===== src/design/pdag_pkg.sv =====
// Types, constants and codes shared by the admission grid core modules.
package pdag_pkg;

    localparam int GRID_COLS  = 64;
    localparam int GRID_ROWS  = 64;
    localparam int COL_W      = $clog2(GRID_COLS);
    localparam int ROW_W      = $clog2(GRID_ROWS);

    localparam int COORD_W    = 14;
    localparam int DIM_W      = 13;
    localparam int SP_W       = 11;
    localparam int CS_W       = 11;
    localparam int CNT_W      = 13;
    localparam int FUNC_W     = 2;
    localparam int STATUS_W   = 2;
    localparam int OUT_COL_W  = 6;
    localparam int OUT_ROW_W  = 6;
    localparam int CFG_IDX_W  = 2;
    localparam int CFG_DATA_W = 13;

    localparam int QUO_W      = DIM_W;
    localparam int REM_W      = CS_W;
    localparam int GAP_W      = 13;
    localparam int DIFF_W     = 16;
    localparam int SQ_W       = 2 * GAP_W;
    localparam int SUM_W      = SQ_W + 1;
    localparam int POS_W      = QUO_W + 2;

    localparam int WIN        = 5;
    localparam int WIN_W      = $clog2(WIN + 1);
    localparam int HALF_WIN   = WIN / 2;
    localparam int DIV_STEPS  = QUO_W;
    localparam int SQ_OPS     = 2 * WIN + 1;
    localparam int SQ_IDX_W   = $clog2(SQ_OPS);
    localparam int STEP_W     = $clog2(DIV_STEPS + 1);

    localparam logic [CNT_W-1:0] COUNT_MAX = CNT_W'(4096);

    localparam logic [DIM_W-1:0] AREA_WIDTH_RST  = DIM_W'(1024);
    localparam logic [DIM_W-1:0] AREA_HEIGHT_RST = DIM_W'(768);
    localparam logic [SP_W-1:0]  SPACING_RST     = SP_W'(64);
    localparam logic [CS_W-1:0]  CELL_SIZE_RST   = CS_W'(45);

    localparam logic [FUNC_W-1:0] FUNC_SEED      = 2'd1;
    localparam int                FUNC_CLEAR_BIT = 1;

    localparam logic [CFG_IDX_W-1:0] CFG_AREA_WIDTH  = 2'd0;
    localparam logic [CFG_IDX_W-1:0] CFG_AREA_HEIGHT = 2'd1;
    localparam logic [CFG_IDX_W-1:0] CFG_SPACING     = 2'd2;
    localparam logic [CFG_IDX_W-1:0] CFG_CELL_SIZE   = 2'd3;

    typedef enum logic [STATUS_W-1:0] {
        STAT_ACCEPTED  = 2'd0,
        STAT_OUTSIDE   = 2'd1,
        STAT_TOO_CLOSE = 2'd2,
        STAT_CLEARED   = 2'd3
    } status_t;

    typedef enum logic [3:0] {
        S_IDLE,
        S_DISPATCH,
        S_DIV,
        S_EVAL,
        S_SQ,
        S_SCAN_RD,
        S_SCAN,
        S_INS_RD,
        S_INS_WR
    } fsm_state_t;

    typedef struct packed {
        logic                load;
        logic                div_step;
        logic                sq_en;
        logic [SQ_IDX_W-1:0] sq_idx;
        logic                scan_chk;
        logic [WIN_W-1:0]    ki;
        logic [WIN_W-1:0]    kj;
        logic                rd_en;
        logic [WIN_W-1:0]    rd_kj;
        logic                ins_rd;
        logic                ins_wr;
        logic                clr;
        logic                emit;
        status_t             emit_status;
    } ctrl_cmd_t;

    typedef struct packed {
        logic is_clear;
        logic is_seed;
        logic outside;
        logic hit;
    } dp_stat_t;

    typedef struct packed {
        logic                 rd_en;
        logic [ROW_W-1:0]     rd_addr;
        logic                 wr_en;
        logic [ROW_W-1:0]     wr_addr;
        logic [GRID_COLS-1:0] wr_data;
        logic                 clr;
    } grid_req_t;

endpackage


===== src/design/pdag_grid.sv =====
// Occupancy grid: one row per memory word, row valid flags for instant clear.
module pdag_grid (
    input  logic                          clk,
    input  logic                          rst_n,
    input  pdag_pkg::grid_req_t           req,
    output logic [pdag_pkg::GRID_COLS-1:0] rd_data,
    output logic                          rd_vld
);
    import pdag_pkg::*;

    logic [GRID_COLS-1:0] occ_mem [GRID_ROWS];
    logic [GRID_ROWS-1:0] row_vld_reg;
    logic [GRID_COLS-1:0] rd_data_reg;
    logic                 rd_vld_reg;

    always_ff @(posedge clk)
    begin
        if (req.wr_en)
        begin
            occ_mem[req.wr_addr] <= req.wr_data;
        end
    end

    always_ff @(posedge clk)
    begin
        if (req.rd_en)
        begin
            rd_data_reg <= occ_mem[req.rd_addr];
        end
    end

    always_ff @(posedge clk or negedge rst_n)
    begin
        if (!rst_n)
        begin
            row_vld_reg <= '0;
            rd_vld_reg  <= 1'b0;
        end
        else
        begin
            if (req.clr)
            begin
                row_vld_reg <= '0;
            end
            else if (req.wr_en)
            begin
                row_vld_reg[req.wr_addr] <= 1'b1;
            end
            if (req.rd_en)
            begin
                rd_vld_reg <= row_vld_reg[req.rd_addr];
            end
        end
    end

    assign rd_data = rd_data_reg;
    assign rd_vld  = rd_vld_reg;

endmodule


===== src/design/pdag_div.sv =====
// Restoring divider lane, one quotient bit per step.
module pdag_div (
    input  logic                       clk,
    input  logic                       load,
    input  logic                       step,
    input  logic [pdag_pkg::QUO_W-1:0] dividend,
    input  logic [pdag_pkg::CS_W-1:0]  divisor,
    output logic [pdag_pkg::QUO_W-1:0] quot,
    output logic [pdag_pkg::REM_W-1:0] rem
);
    import pdag_pkg::*;

    logic [QUO_W-1:0] quo_reg;
    logic [QUO_W-1:0] quo_next;
    logic [REM_W-1:0] rem_reg;
    logic [REM_W-1:0] rem_next;
    logic [REM_W:0]   shifted;
    logic [REM_W:0]   diff;
    logic             ge;

    always_comb
    begin
        shifted  = {rem_reg, quo_reg[QUO_W-1]};
        diff     = shifted - {1'b0, divisor};
        ge       = (shifted >= {1'b0, divisor});
        quo_next = quo_reg;
        rem_next = rem_reg;
        if (load)
        begin
            quo_next = dividend;
            rem_next = '0;
        end
        else if (step)
        begin
            quo_next = {quo_reg[QUO_W-2:0], ge};
            rem_next = ge ? diff[REM_W-1:0] : shifted[REM_W-1:0];
        end
    end

    always_ff @(posedge clk)
    begin
        quo_reg <= quo_next;
        rem_reg <= rem_next;
    end

    assign quot = quo_reg;
    assign rem  = rem_reg;

endmodule


===== src/design/pdag_ctrl.sv =====
// Controller: sequences divide, squaring, neighborhood scan and insert.
module pdag_ctrl (
    input  logic                 clk,
    input  logic                 rst_n,
    input  logic                 start,
    output logic                 busy,
    input  pdag_pkg::dp_stat_t   stat,
    output pdag_pkg::ctrl_cmd_t  cmd
);
    import pdag_pkg::*;

    fsm_state_t        state_reg;
    fsm_state_t        state_next;
    logic [STEP_W-1:0] cnt_reg;
    logic [STEP_W-1:0] cnt_next;
    logic [WIN_W-1:0]  ki_reg;
    logic [WIN_W-1:0]  ki_next;
    logic [WIN_W-1:0]  kj_reg;
    logic [WIN_W-1:0]  kj_next;

    always_ff @(posedge clk or negedge rst_n)
    begin
        if (!rst_n)
        begin
            state_reg <= S_IDLE;
            cnt_reg   <= '0;
            ki_reg    <= '0;
            kj_reg    <= '0;
        end
        else
        begin
            state_reg <= state_next;
            cnt_reg   <= cnt_next;
            ki_reg    <= ki_next;
            kj_reg    <= kj_next;
        end
    end

    always_comb
    begin
        state_next = state_reg;
        cnt_next   = cnt_reg;
        ki_next    = ki_reg;
        kj_next    = kj_reg;
        unique case (state_reg)
            S_IDLE:
            begin
                if (start)
                begin
                    state_next = S_DISPATCH;
                end
            end
            S_DISPATCH:
            begin
                if (stat.is_clear)
                begin
                    state_next = S_IDLE;
                end
                else
                begin
                    state_next = S_DIV;
                    cnt_next   = '0;
                end
            end
            S_DIV:
            begin
                if (cnt_reg == STEP_W'(DIV_STEPS - 1))
                begin
                    state_next = S_EVAL;
                end
                else
                begin
                    cnt_next = cnt_reg + STEP_W'(1);
                end
            end
            S_EVAL:
            begin
                priority if (stat.outside)
                begin
                    state_next = S_IDLE;
                end
                else if (stat.is_seed)
                begin
                    state_next = S_INS_RD;
                end
                else
                begin
                    state_next = S_SQ;
                    cnt_next   = '0;
                end
            end
            S_SQ:
            begin
                if (cnt_reg == STEP_W'(SQ_OPS - 1))
                begin
                    state_next = S_SCAN_RD;
                    ki_next    = '0;
                    kj_next    = '0;
                end
                else
                begin
                    cnt_next = cnt_reg + STEP_W'(1);
                end
            end
            S_SCAN_RD:
            begin
                state_next = S_SCAN;
            end
            S_SCAN:
            begin
                priority if (stat.hit)
                begin
                    state_next = S_IDLE;
                end
                else if (ki_reg == WIN_W'(WIN - 1))
                begin
                    if (kj_reg == WIN_W'(WIN - 1))
                    begin
                        state_next = S_INS_RD;
                    end
                    else
                    begin
                        ki_next = '0;
                        kj_next = kj_reg + WIN_W'(1);
                    end
                end
                else
                begin
                    ki_next = ki_reg + WIN_W'(1);
                end
            end
            S_INS_RD:
            begin
                state_next = S_INS_WR;
            end
            S_INS_WR:
            begin
                state_next = S_IDLE;
            end
            default:
            begin
                state_next = S_IDLE;
            end
        endcase
    end

    always_comb
    begin
        cmd             = '0;
        cmd.sq_idx      = cnt_reg[SQ_IDX_W-1:0];
        cmd.ki          = ki_reg;
        cmd.kj          = kj_reg;
        cmd.emit_status = STAT_ACCEPTED;
        unique case (state_reg)
            S_IDLE:
            begin
                cmd.load = start;
            end
            S_DISPATCH:
            begin
                if (stat.is_clear)
                begin
                    cmd.clr         = 1'b1;
                    cmd.emit        = 1'b1;
                    cmd.emit_status = STAT_CLEARED;
                end
            end
            S_DIV:
            begin
                cmd.div_step = 1'b1;
            end
            S_EVAL:
            begin
                if (stat.outside)
                begin
                    cmd.emit        = 1'b1;
                    cmd.emit_status = STAT_OUTSIDE;
                end
            end
            S_SQ:
            begin
                cmd.sq_en = 1'b1;
            end
            S_SCAN_RD:
            begin
                cmd.rd_en = 1'b1;
                cmd.rd_kj = '0;
            end
            S_SCAN:
            begin
                cmd.scan_chk = 1'b1;
                cmd.rd_en    = 1'b1;
                cmd.rd_kj    = (ki_reg == WIN_W'(WIN - 1)) ? kj_reg + WIN_W'(1) : kj_reg;
                if (stat.hit)
                begin
                    cmd.emit        = 1'b1;
                    cmd.emit_status = STAT_TOO_CLOSE;
                end
            end
            S_INS_RD:
            begin
                cmd.ins_rd = 1'b1;
            end
            S_INS_WR:
            begin
                cmd.ins_wr      = 1'b1;
                cmd.emit        = 1'b1;
                cmd.emit_status = STAT_ACCEPTED;
            end
            default:
            begin
                cmd.emit = 1'b0;
            end
        endcase
    end

    assign busy = (state_reg != S_IDLE);

endmodule


===== src/design/pdag_dp.sv =====
// Datapath: registers, cell dividers, edge gap squares, scan test, grid, counter.
module pdag_dp (
    input  logic                            clk,
    input  logic                            rst_n,
    input  pdag_pkg::ctrl_cmd_t             cmd,
    output pdag_pkg::dp_stat_t              stat,
    input  logic [pdag_pkg::FUNC_W-1:0]     func,
    input  logic [pdag_pkg::COORD_W-1:0]    cand_x,
    input  logic [pdag_pkg::COORD_W-1:0]    cand_y,
    input  logic                            cfg_valid,
    output logic                            cfg_ready,
    input  logic [pdag_pkg::CFG_IDX_W-1:0]  cfg_index,
    input  logic [pdag_pkg::CFG_DATA_W-1:0] cfg_data,
    output logic                            done,
    output logic [pdag_pkg::STATUS_W-1:0]   status,
    output logic [pdag_pkg::OUT_COL_W-1:0]  cell_col,
    output logic [pdag_pkg::OUT_ROW_W-1:0]  cell_row,
    output logic [pdag_pkg::CNT_W-1:0]      accepted_count
);
    import pdag_pkg::*;

    function automatic logic [GAP_W-1:0] edge_gap(
        input logic [REM_W-1:0] r,
        input logic [CS_W-1:0]  cs,
        input logic [WIN_W-1:0] k
    );
        logic signed [DIFF_W-1:0] two_r;
        logic signed [DIFF_W-1:0] cs1;
        logic signed [DIFF_W-1:0] cs3;
        logic signed [DIFF_W-1:0] cs5;
        logic signed [DIFF_W-1:0] diff;
        logic signed [DIFF_W-1:0] mag;
        two_r = DIFF_W'({r, 1'b0});
        cs1   = DIFF_W'(cs);
        cs3   = cs1 + (cs1 <<< 1);
        cs5   = cs1 + (cs1 <<< 2);
        // offset from the candidate's own cell: k=0 is two cells left
        unique case (k)
            3'd0:    diff = two_r + cs3;
            3'd1:    diff = two_r + cs1;
            3'd2:    diff = two_r - cs1;
            3'd3:    diff = two_r - cs3;
            default: diff = two_r - cs5;
        endcase
        if (diff < 0)
        begin
            diff = -diff;
        end
        mag = diff - cs1;
        if (mag < 0)
        begin
            mag = '0;
        end
        return mag[GAP_W-1:0];
    endfunction

    logic [DIM_W-1:0]     area_w_reg;
    logic [DIM_W-1:0]     area_h_reg;
    logic [SP_W-1:0]      spacing_reg;
    logic [CS_W-1:0]      cell_size_reg;
    logic [CS_W-1:0]      cs_eff;

    logic [FUNC_W-1:0]    func_reg;
    logic [COORD_W-1:0]   x_reg;
    logic [COORD_W-1:0]   y_reg;

    logic [QUO_W-1:0]     quo_x;
    logic [QUO_W-1:0]     quo_y;
    logic [QUO_W-1:0]     quo_w;
    logic [QUO_W-1:0]     quo_h;
    logic [REM_W-1:0]     rem_x;
    logic [REM_W-1:0]     rem_y;

    logic [SQ_W-1:0]      dx2_reg [WIN];
    logic [SQ_W-1:0]      dy2_reg [WIN];
    logic [SQ_W-1:0]      lim2_reg;
    logic [GAP_W-1:0]     sq_opnd;
    logic [SQ_W-1:0]      sq_prod;
    logic [WIN_W-1:0]     dy_k;

    logic [POS_W-1:0]     i_pos;
    logic [POS_W-1:0]     j_pos;
    logic [POS_W-1:0]     jr_pos;
    logic                 act_i;
    logic                 act_j;
    logic [SUM_W-1:0]     dist2;
    logic                 scan_hit;
    logic [GRID_COLS-1:0] grid_data;
    logic                 grid_vld;
    logic [GRID_COLS-1:0] occ_row;
    grid_req_t            grid_req;

    logic [CNT_W-1:0]     count_reg;
    logic [CNT_W-1:0]     count_inc;

    logic                 done_reg;
    status_t              status_reg;
    logic [OUT_COL_W-1:0] col_out_reg;
    logic [OUT_ROW_W-1:0] row_out_reg;
    logic [CNT_W-1:0]     count_out_reg;

    assign cfg_ready = 1'b1;
    assign cs_eff    = (cell_size_reg == '0) ? CS_W'(1) : cell_size_reg;

    always_ff @(posedge clk or negedge rst_n)
    begin
        if (!rst_n)
        begin
            area_w_reg    <= AREA_WIDTH_RST;
            area_h_reg    <= AREA_HEIGHT_RST;
            spacing_reg   <= SPACING_RST;
            cell_size_reg <= CELL_SIZE_RST;
        end
        else if (cfg_valid)
        begin
            unique case (cfg_index)
                CFG_AREA_WIDTH:  area_w_reg    <= cfg_data[DIM_W-1:0];
                CFG_AREA_HEIGHT: area_h_reg    <= cfg_data[DIM_W-1:0];
                CFG_SPACING:     spacing_reg   <= cfg_data[SP_W-1:0];
                CFG_CELL_SIZE:   cell_size_reg <= cfg_data[CS_W-1:0];
            endcase
        end
    end

    always_ff @(posedge clk)
    begin
        if (cmd.load)
        begin
            func_reg <= func;
            x_reg    <= cand_x;
            y_reg    <= cand_y;
        end
    end

    pdag_div u_div_x (
        .clk      (clk),
        .load     (cmd.load),
        .step     (cmd.div_step),
        .dividend (cand_x[QUO_W-1:0]),
        .divisor  (cs_eff),
        .quot     (quo_x),
        .rem      (rem_x)
    );

    pdag_div u_div_y (
        .clk      (clk),
        .load     (cmd.load),
        .step     (cmd.div_step),
        .dividend (cand_y[QUO_W-1:0]),
        .divisor  (cs_eff),
        .quot     (quo_y),
        .rem      (rem_y)
    );

    pdag_div u_div_w (
        .clk      (clk),
        .load     (cmd.load),
        .step     (cmd.div_step),
        .dividend (area_w_reg),
        .divisor  (cs_eff),
        .quot     (quo_w),
        .rem      ()
    );

    pdag_div u_div_h (
        .clk      (clk),
        .load     (cmd.load),
        .step     (cmd.div_step),
        .dividend (area_h_reg),
        .divisor  (cs_eff),
        .quot     (quo_h),
        .rem      ()
    );

    // the active grid ends at min(grid size, area / cell_size + 1)
    always_comb
    begin
        stat.is_clear = func_reg[FUNC_CLEAR_BIT];
        stat.is_seed  = (func_reg == FUNC_SEED);
        stat.outside  = x_reg[COORD_W-1] || y_reg[COORD_W-1]
                     || (x_reg[DIM_W-1:0] >= area_w_reg)
                     || (y_reg[DIM_W-1:0] >= area_h_reg)
                     || (quo_x >= QUO_W'(GRID_COLS)) || (quo_x > quo_w)
                     || (quo_y >= QUO_W'(GRID_ROWS)) || (quo_y > quo_h);
        stat.hit      = scan_hit;
    end

    assign dy_k = WIN_W'(cmd.sq_idx - SQ_IDX_W'(WIN));

    always_comb
    begin
        if (cmd.sq_idx < SQ_IDX_W'(WIN))
        begin
            sq_opnd = edge_gap(rem_x, cs_eff, cmd.sq_idx[WIN_W-1:0]);
        end
        else if (cmd.sq_idx < SQ_IDX_W'(2 * WIN))
        begin
            sq_opnd = edge_gap(rem_y, cs_eff, dy_k);
        end
        else
        begin
            sq_opnd = GAP_W'({spacing_reg, 1'b0});
        end
    end

    assign sq_prod = SQ_W'(sq_opnd) * SQ_W'(sq_opnd);

    always_ff @(posedge clk)
    begin
        if (cmd.sq_en)
        begin
            if (cmd.sq_idx < SQ_IDX_W'(WIN))
            begin
                dx2_reg[cmd.sq_idx[WIN_W-1:0]] <= sq_prod;
            end
            else if (cmd.sq_idx < SQ_IDX_W'(2 * WIN))
            begin
                dy2_reg[dy_k] <= sq_prod;
            end
            else
            begin
                lim2_reg <= sq_prod;
            end
        end
    end

    // window positions; a negative value shows as a set top bit
    always_comb
    begin
        i_pos   = POS_W'(quo_x) + POS_W'(cmd.ki) - POS_W'(HALF_WIN);
        j_pos   = POS_W'(quo_y) + POS_W'(cmd.kj) - POS_W'(HALF_WIN);
        jr_pos  = POS_W'(quo_y) + POS_W'(cmd.rd_kj) - POS_W'(HALF_WIN);
        act_i   = !i_pos[POS_W-1] && (i_pos <= POS_W'(quo_w)) && (i_pos < POS_W'(GRID_COLS));
        act_j   = !j_pos[POS_W-1] && (j_pos <= POS_W'(quo_h)) && (j_pos < POS_W'(GRID_ROWS));
        occ_row = grid_vld ? grid_data : '0;
        dist2   = SUM_W'(dx2_reg[cmd.ki]) + SUM_W'(dy2_reg[cmd.kj]);
        scan_hit = cmd.scan_chk && act_i && act_j && occ_row[i_pos[COL_W-1:0]]
                && (dist2 < SUM_W'(lim2_reg));
    end

    always_comb
    begin
        grid_req.rd_en   = cmd.rd_en || cmd.ins_rd;
        grid_req.rd_addr = cmd.ins_rd ? quo_y[ROW_W-1:0] : jr_pos[ROW_W-1:0];
        grid_req.wr_en   = cmd.ins_wr;
        grid_req.wr_addr = quo_y[ROW_W-1:0];
        grid_req.wr_data = occ_row | (GRID_COLS'(1) << quo_x[COL_W-1:0]);
        grid_req.clr     = cmd.clr;
    end

    pdag_grid u_grid (
        .clk     (clk),
        .rst_n   (rst_n),
        .req     (grid_req),
        .rd_data (grid_data),
        .rd_vld  (grid_vld)
    );

    assign count_inc = (count_reg < COUNT_MAX) ? count_reg + CNT_W'(1) : count_reg;

    always_ff @(posedge clk or negedge rst_n)
    begin
        if (!rst_n)
        begin
            count_reg <= '0;
            done_reg  <= 1'b0;
        end
        else
        begin
            done_reg <= cmd.emit;
            if (cmd.clr)
            begin
                count_reg <= '0;
            end
            else if (cmd.ins_wr)
            begin
                count_reg <= count_inc;
            end
        end
    end

    always_ff @(posedge clk)
    begin
        if (cmd.emit)
        begin
            status_reg <= cmd.emit_status;
            unique case (cmd.emit_status)
                STAT_ACCEPTED:
                begin
                    col_out_reg   <= quo_x[OUT_COL_W-1:0];
                    row_out_reg   <= quo_y[OUT_ROW_W-1:0];
                    count_out_reg <= count_inc;
                end
                STAT_TOO_CLOSE:
                begin
                    col_out_reg   <= quo_x[OUT_COL_W-1:0];
                    row_out_reg   <= quo_y[OUT_ROW_W-1:0];
                    count_out_reg <= count_reg;
                end
                STAT_OUTSIDE:
                begin
                    col_out_reg   <= '0;
                    row_out_reg   <= '0;
                    count_out_reg <= count_reg;
                end
                STAT_CLEARED:
                begin
                    col_out_reg   <= '0;
                    row_out_reg   <= '0;
                    count_out_reg <= '0;
                end
            endcase
        end
    end

    assign done           = done_reg;
    assign status         = status_reg;
    assign cell_col       = col_out_reg;
    assign cell_row       = row_out_reg;
    assign accepted_count = count_out_reg;

endmodule


===== src/design/poisson_disk_admission_grid_core.sv =====
// Top level of the Poisson disk admission grid: controller plus datapath.
// A test runs through the 13-step cell divider, 11 squarings on one multiplier and
// the 25-cell scan through one registered row-read port of the grid memory, with an
// early exit on the first close cell; a seed skips the squarings and the scan, an
// outside point stops after the divider, and a clear skips all of them.
// start is taken again in the cycle done is high; results are never stalled.
// Reset (rst_n low, async) empties the grid via row valid flags, zeroes the counter.
module poisson_disk_admission_grid_core (
    input  logic                            clk,
    input  logic                            rst_n,
    input  logic                            start,
    output logic                            busy,
    input  logic [pdag_pkg::FUNC_W-1:0]     func,
    input  logic [pdag_pkg::COORD_W-1:0]    cand_x,
    input  logic [pdag_pkg::COORD_W-1:0]    cand_y,
    output logic                            done,
    output logic [pdag_pkg::STATUS_W-1:0]   status,
    output logic [pdag_pkg::OUT_COL_W-1:0]  cell_col,
    output logic [pdag_pkg::OUT_ROW_W-1:0]  cell_row,
    output logic [pdag_pkg::CNT_W-1:0]      accepted_count,
    input  logic                            cfg_valid,
    output logic                            cfg_ready,
    input  logic [pdag_pkg::CFG_IDX_W-1:0]  cfg_index,
    input  logic [pdag_pkg::CFG_DATA_W-1:0] cfg_data
);
    import pdag_pkg::*;

    ctrl_cmd_t cmd;
    dp_stat_t  stat;

    pdag_ctrl u_ctrl (
        .clk   (clk),
        .rst_n (rst_n),
        .start (start),
        .busy  (busy),
        .stat  (stat),
        .cmd   (cmd)
    );

    pdag_dp u_dp (
        .clk            (clk),
        .rst_n          (rst_n),
        .cmd            (cmd),
        .stat           (stat),
        .func           (func),
        .cand_x         (cand_x),
        .cand_y         (cand_y),
        .cfg_valid      (cfg_valid),
        .cfg_ready      (cfg_ready),
        .cfg_index      (cfg_index),
        .cfg_data       (cfg_data),
        .done           (done),
        .status         (status),
        .cell_col       (cell_col),
        .cell_row       (cell_row),
        .accepted_count (accepted_count)
    );

endmodule


===== config.mk =====
export PLATFORM = sky130hd
export DESIGN_NAME = poisson_disk_admission_grid_core
export DESIGN_NICKNAME = d
export VERILOG_FILES = /design/src/design/pdag_pkg.sv /design/src/design/pdag_grid.sv /design/src/design/pdag_div.sv /design/src/design/pdag_ctrl.sv /design/src/design/pdag_dp.sv /design/src/design/poisson_disk_admission_grid_core.sv
export SDC_FILE = /design/constraint.sdc
export NUM_CORES = 2
export LEC_CHECK = 0
export BUFFER_PORTS_ARGS = -buffer_cell sky130_fd_sc_hd__buf_2
export CAP_MARGIN = 30
export CORE_ASPECT_RATIO = 1.5
export CORE_MARGIN = 2
export CORE_UTILIZATION = 52
export DETAILED_ROUTE_END_ITERATION = 16
export PLACE_DENSITY = 0.67
export SYNTH_ARGS = -nofsm -noshare
export SYNTH_HDL_FRONTEND = slang
export SYNTH_HIERARCHICAL = 1
export SYNTH_MEMORY_MAX_BITS = 65536
export SYNTH_SLANG_ARGS = --single-unit

===== constraint.sdc =====
create_clock -name clk -period 17.9 [get_ports clk]
set_input_delay 0.895 -clock clk [delete_from_list [all_inputs] [get_ports clk]]
set_output_delay 0.895 -clock clk [all_outputs]
set_load 0.005 [all_outputs]

### After elaboration in Yosys (flattened, before gate mapping)

Memory sizes are Yosys's and may differ from the RTL's. A register that Yosys moved wholly into a read port is not among the register bits.
Index checks and enable logic that the tools add are counted.

* add/subtract/negate cells: 32
* multipliers: 1
* magnitude comparators: 26
* equality and inequality tests: 39
* shift operators: 1
* multiplexer cells: 91
* bitwise operators: 4
* reduce and logical (&&, ||, !) cells: 42

Operators by type and width (count)
* $mux 13: 15
* $mux 64: 3
* $mux 16: 8
* $or 64x64->64: 2
* $pmux 16 s4: 2
* $lt 16x1->1 const B: 4
* $shl 1x6->64 const A: 1
* $mux 11: 5
* $mux 4: 13
* $ge 12x11->1: 4
* $sub 11x11->11: 4
* $pmux 13 s3: 1
* $neg 16->16: 2
* $pmux 4 s8: 1
* $sub 16x12->16: 2
* $le 15x13->1: 2
* $lt 15x7->1 const B: 2
* $mux 3: 10
* $sub 12x14->15: 2
* $sub 15x2->15 const B: 2
* $add 12x13->14: 2
* $add 13x3->14: 2
* $sub 12x13->14: 2
* $add 26x26->27: 1
* 60 further kinds: 144

* register bits: 320
* bits in writable memories: 4356
* memories: 3

Memories
* u_dp.u_grid.occ_mem: words 64, width 64, rd ports 1, clocked after memory_dff 1, write ports 1, RTL line pdag_grid.sv:11 `logic [GRID_COLS-1:0] occ_mem [GRID_ROWS];`
* u_dp.dx2_reg: words 5, width 26, rd ports 1, clocked after memory_dff 0, write ports 1, RTL line pdag_dp.sv:74 `logic [SQ_W-1:0] dx2_reg [WIN];`
* u_dp.dy2_reg: words 5, width 26, rd ports 1, clocked after memory_dff 0, write ports 1, RTL line pdag_dp.sv:75 `logic [SQ_W-1:0] dy2_reg [WIN];`

### Depth between registers and ports, before layout

* depth in word-level cells: 17
* depth in mapped cells: 70
* depth with buffers taken out: 67

### Hierarchy

Netlist, hierarchy kept.

Modules (own cells, without submodules)
* pdag_grid: instances 1, cells an instance 6760, area an instance 158404.4 µm², sequential area each 126546.4 µm²
* pdag_dp: instances 1, cells an instance 3517, area an instance 34558.1 µm², sequential area each 11531.1 µm²
* pdag_div: instances 4, cells an instance 165, area an instance 1682.9 µm², sequential area each 610.6 µm²
* pdag_ctrl: instances 1, cells an instance 129, area an instance 1108.6 µm², sequential area each 350.3 µm²

### Worst setup path before layout

No wires, ideal clock.

* path kind: reg-to-reg
* from: register u_dp.cell_size_reg[9]
* to: memory u_dp/dx2_reg[0][24] (netlist bit), data pin
* library setup time: 0.266 ns
* arrival: 13.047 ns
* data required time: 17.634 ns
* slack: 4.587 ns
* cell stages (with the launch flop): 67
* buffers on the path: 4
* period minus slack after synthesis: 13.313 ns
* path through: dfrtp_1 -> clkbuf_1 -> inv_1 -> ha_1 -> nand4_1 -> nor2_1 -> nand2_1 -> nand2_1 -> inv_1 -> fa_1 -> a21o_1 -> a21oi_1 -> o21bai_1 -> a21oi_1 -> o21bai_1 -> a21oi_1 -> nor2b_1 -> nor2_1 -> (+31 left out) -> fa_1 -> fa_1 -> fa_1 -> inv_1 -> ha_1 -> inv_1 -> o21bai_1 -> a21oi_1 -> o21bai_1 -> a21oi_1 -> o21bai_1 -> a21oi_1 -> o21ai_0 -> a31o_2 -> o41ai_1 -> o21bai_1 -> a21oi_1 -> xnor2_1

* word-level cells in the longest chain between the ends: 17

RTL lines
* start, declared: RTL line pdag_dp.sv:60 `logic [CS_W-1:0] cell_size_reg;`
* start signal, assigned: RTL line pdag_dp.sv:120 `CFG_CELL_SIZE: cell_size_reg <= cfg_data[CS_W-1:0];`
* $logic_not 11->1 (*): RTL line pdag_dp.sv:103 `assign cs_eff = (cell_size_reg == '0) ? CS_W'(1) : cell_size_reg;`
* $mux 11 (*): RTL line pdag_dp.sv:103
* via u_dp.cs_eff[2]: RTL line pdag_dp.sv:61 `logic [CS_W-1:0] cs_eff;`
* $add 11x13->14 / $add 11x12->13 (equally long branches): RTL line pdag_dp.sv:36, pdag_dp.sv:35
* $sub 12x14->15, or another cell as far along: RTL line pdag_dp.sv:43 `default: diff = two_r - cs5;`
* $pmux 16 s4: RTL line pdag_dp.sv:38 `unique case (k)`
* $mux 16: RTL line pdag_dp.sv:196 `else if (cmd.sq_idx < SQ_IDX_W'(2 * WIN))`
* $mux 16: RTL line pdag_dp.sv:192 `if (cmd.sq_idx < SQ_IDX_W'(WIN))`
* (+3 left out)
* $mux 16: RTL line pdag_dp.sv:192
* $sub 16x12->16: RTL line pdag_dp.sv:49 `mag = diff - cs1;`
* $lt 16x1->1: RTL line pdag_dp.sv:50 `if (mag < 0)`
* $mux 13: RTL line pdag_dp.sv:50
* $mux 13: RTL line pdag_dp.sv:196
* $mux 13 (*): RTL line pdag_dp.sv:192
* $mul 13x13->26 (*): RTL line pdag_dp.sv:206 `assign sq_prod = SQ_W'(sq_opnd) * SQ_W'(sq_opnd);`
* via u_dp.sq_prod[24]: RTL line pdag_dp.sv:78 `logic [SQ_W-1:0] sq_prod;`
* end, declared: RTL line pdag_dp.sv:74

The timed path passes the listed nets; every way through them passes the cells marked *. The select of a mux whose other input is x is not followed.

### Final worst setup path

* from: register u_dp.cell_size_reg[9]
* to: memory u_dp/dx2_reg[1][24] (netlist bit), data pin

The elaborated chain is that of the path after synthesis.

==> impl_metrics.toml <==
[yosys]
synth_flop_cell = "edfxtp_1"
synth_area_leaders = "edfxtp_1 (68%), mux4_2 (12%), ha_1 (2.8%), a22oi_1 (2.0%), dfrtp_1 (1.7%)"
synth_top_area_frac = 0.680
synth_seq_cells = 4729
synth_edf_count = 4544
synthArstFlopShare = 0.0298
yosys_warnings = 6
syn_nets = 11700
synth_cell_types = 115
syn_area_mm2 = 0.201
synthCells = 11100
synth_top_area_cell = "edfxtp_1"
syn_avg_cell_area_um2 = 18.1
synth-seq-area-share = 0.702

[cts]
insertion_delay_ns = 0.99
htreeDepth = 5
post_cts.repair.setup_buffers = 0
cts_buffers = 421
cts_tree = "done"
clkSinkCount = 4729
ctsHoldBuffers = 1
cts_resized = 0
path_clk_slew_ns = 0.07
clock_path_buffers = 4
cts_root_buf = "clkbuf_16"

[sta]
maxSlewHeadroom = 0.240
min_period_ns = 16.33
slew_violations = 0
worstMarginPinSlew_ns = 1.14
period_share = 0.912
rsz0062_at_grt = "false"
setup_viol = 0
fmax_ghz = 0.0612
hold_violations = 0
finClkSkew_ns = 0.0776
setup_tns_ns = 0

[critical_path]
critPathMaxStageDelay_ns = 0.97
crit_top_cell = "ha_1"
r2r-end = "u_dp/dx2_reg[1][24]"
worstReg2RegStart = "u_dp/cell_size_reg[9]"
cpMaxStageDelayCell = "a221oi_1"
cp_top_family = "compound AO/OA/AOI/OAI gates"
cp.arrival_ns = 17.01
critPathLaunchType = "flip-flop"
cp-end-kind = "flip-flop"
r2r_setup_slack_ns = 1.57
worstPathRequired_ns = 18.57
path_max_fanout = 12
crit_buf_inv = 6
reg2reg_depth = 59
critical_path_class = "flip-flop to flip-flop"

[die]
die_h_um = 765
die_x_um = 511
die-area_mm2 = 0.391
ioPinCount = 79
initial_core_util = 0.522
core_mm2 = 0.385
num_rows = 279

[worst_hold_path]
hp-class = "input port to flip-flop"
min_from = "cand_y[13]"
whs_endpoint = "u_dp/y_reg[13]"
hold_path_depth = 1

[detailed_routing]
ant_nets = 0
wirelength_mm = 609
vias = 113000
firstDrtPassIters = 9
post_drt_wl_per_cell_um = 36.1
drc = 0
drtIter0Drc = 14700
via_per_inst = 6.70

[finish]
fin_nets = 12000
final_cell_mix = "edfxtp_1 (4544), mux4_2 (1102), a22oi_1 (522)"
final_common_cell = "edfxtp_1"
drive_gt1_frac = 0.216
largest_register_ffs = 4096
area_growth_pct = 11.5

[global_route]
antenna_found_initial = 19
grt_pass1_wl_mm = 848
grt_max_degree = 133
overflow = 0
track_usage = 0.308
grt_pass1_vias = 113000

[placement]
port_buffers = 77
place_hpwl_mm = 353
place_congestion = 0.935

[job]
drv_cap = 0

[outcome]
status = "finished, final reports clean"
==> worst register-to-register path, delay by kind of cell (launching register included) <==
family / cells / cell delay (ns)
compound gates: 29 / 7.16
fa+ha+maj: 10 / 3.82
simple gates: 13 / 3.08
buf+inv: 6 / 1.05
flops: 1 / 0.53
xor+xnor: 1 / 0.40
==> kinds of logic after synthesis <==
| logic type | Yosys count | synth area share |
|---|---|---|
| AO/OA/AOI/OAI | 1714 | 0.0580 |
| XOR/XNOR | 188 | 0.00827 |
| adder cells (fa/ha/maj) | 564 | 0.0395 |
| buffers and inverters | 1027 | 0.0210 |
| flip-flops | 4729 | 0.702 |
| multiplexers | 1260 | 0.132 |
| other | 1 | 0.0000187 |
| AND/OR/NAND/NOR | 1583 | 0.0394 |
==> layer usage <==
| metal | GRT usage | share of wire | vias to the layer above |
|---|---|---|---|
| met4 | 0.170 | 0.064 | 14 |
| met5 | 0 | 0.00015 | - |
| met2 | 0.533 | 0.51 | 6322 |
| met1 | 0.368 | 0.34 | 59600 |
| met3 | 0.0506 | 0.084 | 1539 |
| li1 | - | - | 45300 |
==> stage by stage <==
stage          setup slack, ns  hold slack, ns   util  instances  area (µm²)
3_3_place_gp              2.03           0.474  0.543      16000      209000
3_5_place_dp              1.77           0.485  0.545      16000      210000
4_1_cts                   1.75          0.0945  0.581      16800      223000
5_1_grt                  0.260           0.118  0.582      16800      224000
6_report                  1.57           0.167  0.582      16800      224000
2_1_floorplan             4.59           0.457      -      11100      201000
==> synth_stat cells (69+ instances only) <==
| library cell | count |
|---|---|
| a21oi_1 | 458 |
| a22oi_1 | 522 |
| buf_1 | 69 |
| buf_2 | 115 |
| clkbuf_1 | 327 |
| dfrtp_1 | 133 |
| edfxtp_1 | 4544 |
| fa_1 | 116 |
| ha_1 | 447 |
| inv_1 | 464 |
| mux2_2 | 101 |
| mux4_2 | 1102 |
| nand2_1 | 445 |
| nor2_1 | 467 |
| nor2b_1 | 87 |
| nor3_1 | 91 |
| o21ai_0 | 190 |
| or4_1 | 70 |
| xnor2_1 | 114 |
| xor2_1 | 73 |
==> layout make-up <==
type	count	area (µm²)
antenna	15	37.5
clock buffer	503	11100
clock inverter	265	2780
fill	28000	161000
inverter	473	1780
multi-input combinational	5310	56700
sequential	4729	141000
tap	5058	6330
timing repair buffer	488	4380
==> how the worst max path moves through the flow <==
stage | start | end | slack, ns | depth (start not counted)
after floorplan | u_dp/cell_size_reg[9] | u_dp/dx2_reg[0][24] | 4.59 | 66
after global placement | u_dp/cell_size_reg[9] | u_dp/dx2_reg[2][24] | 2.03 | 63
after detailed placement | u_dp/cell_size_reg[9] | u_dp/dx2_reg[3][24] | 1.77 | 63
after CTS | u_dp/cell_size_reg[9] | u_dp/dx2_reg[1][24] | 1.75 | 63
after global routing | u_dp/cell_size_reg[9] | u_dp/dy2_reg[1][24] | 0.26 | 58
final | u_dp/cell_size_reg[9] | u_dp/dx2_reg[1][24] | 1.57 | 59
Power is not shown: default switching activity piles up to over one toggle a cycle in this logic, so the estimate is an artifact.
